<file path="config.mk">
export PLATFORM = sky130hd
export DESIGN_NAME = swsp_cfg
export DESIGN_NICKNAME = d
export VERILOG_FILES = /design/src/sv/swsp_pkg.sv /design/src/sv/swsp_cfg.sv
export SDC_FILE = /design/constraint.sdc
export NUM_CORES = 1
export LEC_CHECK = 0
export ABC_AREA = 1
export BUFFER_PORTS_ARGS = -buffer_cell sky130_fd_sc_hd__buf_2
export CAP_MARGIN = 20
export CORE_MARGIN = 2
export CORE_UTILIZATION = 44
export DETAILED_ROUTE_END_ITERATION = 16
export GPL_TIMING_DRIVEN = 1
export PLACE_DENSITY = 0.75
export SYNTH_ARGS = -nofsm -noshare
export SYNTH_HDL_FRONTEND = slang
export SYNTH_SLANG_ARGS = --single-unit
</file>
<file path="constraint.sdc">
create_clock -name clk_i -period 0.8 [get_ports clk_i]
set_clock_uncertainty 0.2 [all_clocks]
set_input_delay 0.16 -clock clk_i [delete_from_list [all_inputs] [get_ports clk_i]]
set_output_delay 0.16 -clock clk_i [all_outputs]
set_load 0.05 [all_outputs]
</file>
<file path="src/sv/swsp_pkg.sv">
// Shared types, widths and helpers for the swept-sphere point marker.
// Used by every module of the block; depends on nothing else.
`default_nettype none

package swsp_pkg;

  localparam int COORD_BITS = 16;
  localparam int CURSOR_W   = 48;
  localparam int RAD_W      = 15;
  localparam int MARK_W     = 8;
  localparam int CFG_IDX_W  = 3;
  localparam int CFG_DATA_W = 48;

  // Derived arithmetic widths. All intermediate results are exact.
  localparam int DIFF_W = COORD_BITS + 1;
  localparam int PROD_W = 2 * DIFF_W;
  localparam int SQ_W   = 2 * COORD_BITS;
  localparam int SUM_W  = SQ_W + 2;
  localparam int DOT_W  = SUM_W + 1;
  localparam int RSQ_W  = 2 * RAD_W;
  localparam int BOX_W  = ((COORD_BITS > RAD_W) ? COORD_BITS : RAD_W) + 2;
  localparam int CMP_W  = (SUM_W > RSQ_W) ? SUM_W : RSQ_W;
  localparam int LO_W   = (SUM_W + 1) / 2;
  localparam int HI_W   = SUM_W - LO_W;
  localparam int PP_W   = CMP_W + LO_W;
  localparam int A_W    = 2 * SUM_W;
  localparam int B_W    = CMP_W + SUM_W + 1;

  localparam logic [MARK_W-1:0] MARK_NONE      = MARK_W'(0);
  localparam logic [MARK_W-1:0] MARK_CLEANED   = MARK_W'(1);
  localparam logic [MARK_W-1:0] MARK_HIGHLIGHT = MARK_W'(100);

  typedef enum logic [CFG_IDX_W-1:0] {
    CFG_CURSOR_NOW    = 3'd0,
    CFG_CURSOR_BEFORE = 3'd1,
    CFG_BRUSH_RADIUS  = 3'd2,
    CFG_CLEAR_MODE    = 3'd3,
    CFG_HIGHLIGHT     = 3'd4
  } cfg_idx_e;

  typedef logic signed [COORD_BITS-1:0] coord_t;
  typedef logic [MARK_W-1:0] mark_t;

  typedef struct packed {
    coord_t [2:0]     now;
    coord_t [2:0]     prev;
    logic [RAD_W-1:0] radius;
    logic             clear;
    mark_t            highlight;
  } cfg_t;

  // Item leaving the geometry pipeline toward the cylinder compare.
  typedef struct packed {
    logic                    inbox;
    mark_t                   mark;
    logic [SUM_W-1:0]        pdsq;
    logic [SUM_W-1:0]        lensq;
    logic signed [DOT_W-1:0] dot;
    logic [RSQ_W-1:0]        rsq;
  } geom_t;

  // One signed lane of a packed cursor word; lanes past bit 63 read as zero.
  function automatic coord_t cursor_lane(logic [CURSOR_W-1:0] cur_bits, int unsigned idx);
    logic [63:0] ext;
    ext = 64'(cur_bits);
    if (idx * COORD_BITS >= 64) begin
      return '0;
    end
    return coord_t'(ext >> (idx * COORD_BITS));
  endfunction

endpackage

`default_nettype wire

</file>
<file path="src/sv/swsp_cfg.sv">
// Configuration register file of the swept-sphere point marker.
// Depends on swsp_pkg for the register index codes and the cfg_t bundle.
`default_nettype none

module swsp_cfg import swsp_pkg::*; (
  input  logic                  clk_i,
  input  logic                  rst_ni,
  input  logic                  cfg_valid_i,
  output logic                  cfg_ready_o,
  input  logic [CFG_IDX_W-1:0]  cfg_index_i,
  input  logic [CFG_DATA_W-1:0] cfg_data_i,
  output cfg_t                  cfg_o
);

  logic [CURSOR_W-1:0] now_q, now_d;
  logic [CURSOR_W-1:0] before_q, before_d;
  logic [RAD_W-1:0]    radius_q, radius_d;
  logic                clear_q, clear_d;
  mark_t               hl_q, hl_d;

  assign cfg_ready_o = 1'b1;

  always_comb begin
    now_d    = now_q;
    before_d = before_q;
    radius_d = radius_q;
    clear_d  = clear_q;
    hl_d     = hl_q;
    if (cfg_valid_i) begin
      unique case (cfg_idx_e'(cfg_index_i))
        CFG_CURSOR_NOW:    now_d    = cfg_data_i[CURSOR_W-1:0];
        CFG_CURSOR_BEFORE: before_d = cfg_data_i[CURSOR_W-1:0];
        CFG_BRUSH_RADIUS:  radius_d = cfg_data_i[RAD_W-1:0];
        CFG_CLEAR_MODE:    clear_d  = cfg_data_i[0];
        CFG_HIGHLIGHT:     hl_d     = cfg_data_i[MARK_W-1:0];
        default: ;
      endcase
    end
  end

  always_ff @(posedge clk_i or negedge rst_ni) begin
    if (!rst_ni) begin
      now_q    <= '0;
      before_q <= '0;
      radius_q <= '0;
      clear_q  <= 1'b0;
      hl_q     <= MARK_HIGHLIGHT;
    end else begin
      now_q    <= now_d;
      before_q <= before_d;
      radius_q <= radius_d;
      clear_q  <= clear_d;
      hl_q     <= hl_d;
    end
  end

  always_comb begin
    for (int i = 0; i < 3; i++) begin
      cfg_o.now[i]  = cursor_lane(now_q, i);
      cfg_o.prev[i] = cursor_lane(before_q, i);
    end
    cfg_o.radius    = radius_q;
    cfg_o.clear     = clear_q;
    cfg_o.highlight = hl_q;
  end

endmodule

`default_nettype wire

</file>
==> results.md <==
- GRT Resource Usage Total: 28.0%
- FF-to-FF setup slack: -0.26 ns
- Clk sinks: 120
- Hold Path Origin: cfg_index_i[0]
- Power Internal: 0.0162 W
- WP data required: 0.44 ns
- Final WL: 16,700 um
- Critical path arrival: 1.23 ns
- Worst path top cell family by delay: flip-flops
- Leakage: 4.21 nW
- FF-to-FF End: before_q[45]
- CP max stage cell: dfstp_2
- Hold Path Class: in2reg
- Peak supply drop: 0.00170 V
- H-Tree Depth: 4
- Post-synth net total: 588
- Port buffer count: 173
- Core area: 10,400 um^2
- Gate Count Post-Synth: 534
- ANT nets after route: 0
- DRT Pass-1 Iters: 5
- Final worst setup slack: -0.787 ns
- N_diodes: 0
- Clock group share of total power: 30.1%
- Avg Inst Size Synth: 8.91 um^2
- Fill cells: 583
- Most common cell after layout, fill and taps aside: nand2_1
- Critical Path Max Stage Delay: 0.55 ns
- DP Wirelength: 9060 um
- Antenna violations before repair: 0
- Crit-path cells: buf_8
- Part of the cycle the worst path needs: 198%
- Share of the synthesized area in the top cell type: 61.5%
- Die X: 108 um
- Reg2Reg Launch Point: before_q[45]
- Layout net count: 838
- # rows: 37
- Achievable Freq: 0.630 GHz
- Layout area overhead: 78.5%
- Failing checks: hold timing, setup timing
- Worst hold stages: 5
- Pwr dens: 3060 nW/um^2
- CTS tree: built
- Num ports: 175
- Global-route wire length before repair: 24,600 um
- Combinational share of power: 37.1%
- Finished Cell Area: 8500 um^2
- Count of cell types in the netlist: 15
- Fin. Hold Viols: 38
- Overflow after GRT: 0
- Worst Setup End Kind: output port
- RSZ-0062 raised after global routing: yes
- Register area: 3150 um^2
- Fin util: 81.6%
- Status: complete, but fails checks
- Vias per inst: 5.30
- Tmin final: 1.59 ns
- DRC Markers: 0
- Cts bufs inserted: 17
- Largest cells by area after synthesis: dfrtp_1, nand2_1, nand3_1
- Cell area after synthesis: 4760 um^2
- Total Die Area: 11,700 um^2
- Largest net degree at the start of global routing: 61
- Number of setup violations in the final report: 358
- Post-synth top area cell: dfrtp_1
- Ratio of cells with drive above 1 in the final layout: 55.7%
- Clk_lat worst skew: 0.52 ns
- CP Buf/Inv Count: 1
- Register area share after synthesis: 63.2%
- Sw power: 0.00977 W
- CP Max Fanout: 2
- Fin Hold WS: -0.147 ns
- Startpoint types: flip-flop
- Clock-pin transition on the worst setup and hold timing paths: 0.06 ns
- Worst path depth: 1
- R2R cell count: 4
- Multi-input gate area: 1770 um^2
- Clock tree root driver cell: clkbuf_8
- Ys Warns: 0
- Max-slew violation count: 0
- WL/cell: 17.9 um
- Via count: 4,947
- Initial Util: 45.7%
- Gp weighted congestion: 0.781
- Vias in the first global route: 4,981
- Register bit count reported by yosys: 120
- Initial DRC count: 314
- Post-placement cell area: 6190 um^2
- Crit Path Category: reg2out
- Buffer depth of the longest clock path: 2
- Die height: 108 um
- Switching part of the total: 37.6%
- Most frequent cells in the layout: nand2_1, buf_6, nand3_1
- Hold EP: clear_q
- Max cap viols: 0
- Flop pwr share: 32.8%
[cell usage after synthesis, drive strengths merged]
master and n:
buf 27, nand3 120, dfrtp 117, clkbuf 10, nand2 247, inv 4
conb 1, clkinv 1, dfstp 3, nor2 4
[power groups by stage]
stage / Sequential, W / Clock (W) / Combinational (W)
finish: 0.00852 / 0.00782 / 0.00964
global route: 0.00862 / 0.00822 / 0.0101
CTS: 0.00836 / 0.00789 / 0.00894
detailed placement: 0.00813 / 0 / 0.00730
global placement: 0.00809 / 0 / 0.00720
floorplan: 0.0122 / 0 / 0.00118
[cell families after synthesis]
| family | count (synthesis) | synth area share, % |
|---|---|---|
| simple gates | 371 | 32.7 |
| flops | 120 | 63.2 |
| buf+inv | 42 | 4.07 |
| other cells | 1 | 0.0788 |
[state kept, by name (all words and copies together), names as in the netlist]
register / flops
before_q: 48
clear_q: 1
hl_q: 8
now_q: 48
radius_q: 15
[what timing repair did]
action / in CTS / in global routing
cloned: 0 / 1
hold buffers: 49 / 1
hold endpoints to repair: 240 / 141
setup endpoints to repair: 240 / 358
gates resized for setup: 247 / 95
pin swaps: 59 / 20
buffers inserted: 3 / 19
[worst max path at each step]
stage,from,to
global route,hl_q[2],cfg_o[2]
CTS,hl_q[6],cfg_o[6]
finish,hl_q[5],cfg_o[5]
global placement,cfg_valid_i,before_q[10]
detailed placement,cfg_valid_i,now_q[9]
floorplan,cfg_valid_i,before_q[27]
[through the flow]
step                      setup slack [ns]  total power [W]  setup TNS (ns)  instances
after floorplan                     -0.292           0.0134          -37.92        534
after global placement              -0.510           0.0153          -76.28        831
after detailed placement            -0.558           0.0154          -79.55        831
after CTS                           -0.808           0.0252          -92.20        915
after global routing                -0.816           0.0269         -105.56        933
final                               -0.787           0.0260          -94.47        933
[layout make-up]
cell class | count | share of cell area, %
clock buffers | 23 | 5.37
clock inverters | 9 | 1.74
inverters | 5 | 0.309
multi-input cells | 372 | 20.8
flip-flops and latches | 120 | 37.1
well taps | 136 | 2.00
repair buffers | 268 | 32.7
[routing by layer]
layer / vias to the layer above / global-route usage, % / wire length (um)
li1: 2211 / - / -
met1: 2441 / 31.7 / 6140
met2: 241 / 47.2 / 8730
met3: 54 / 10.0 / 1330
met4: 0 / 13.6 / 531
met5: - / 0 / 0
(Power assumes the default switching activity.)
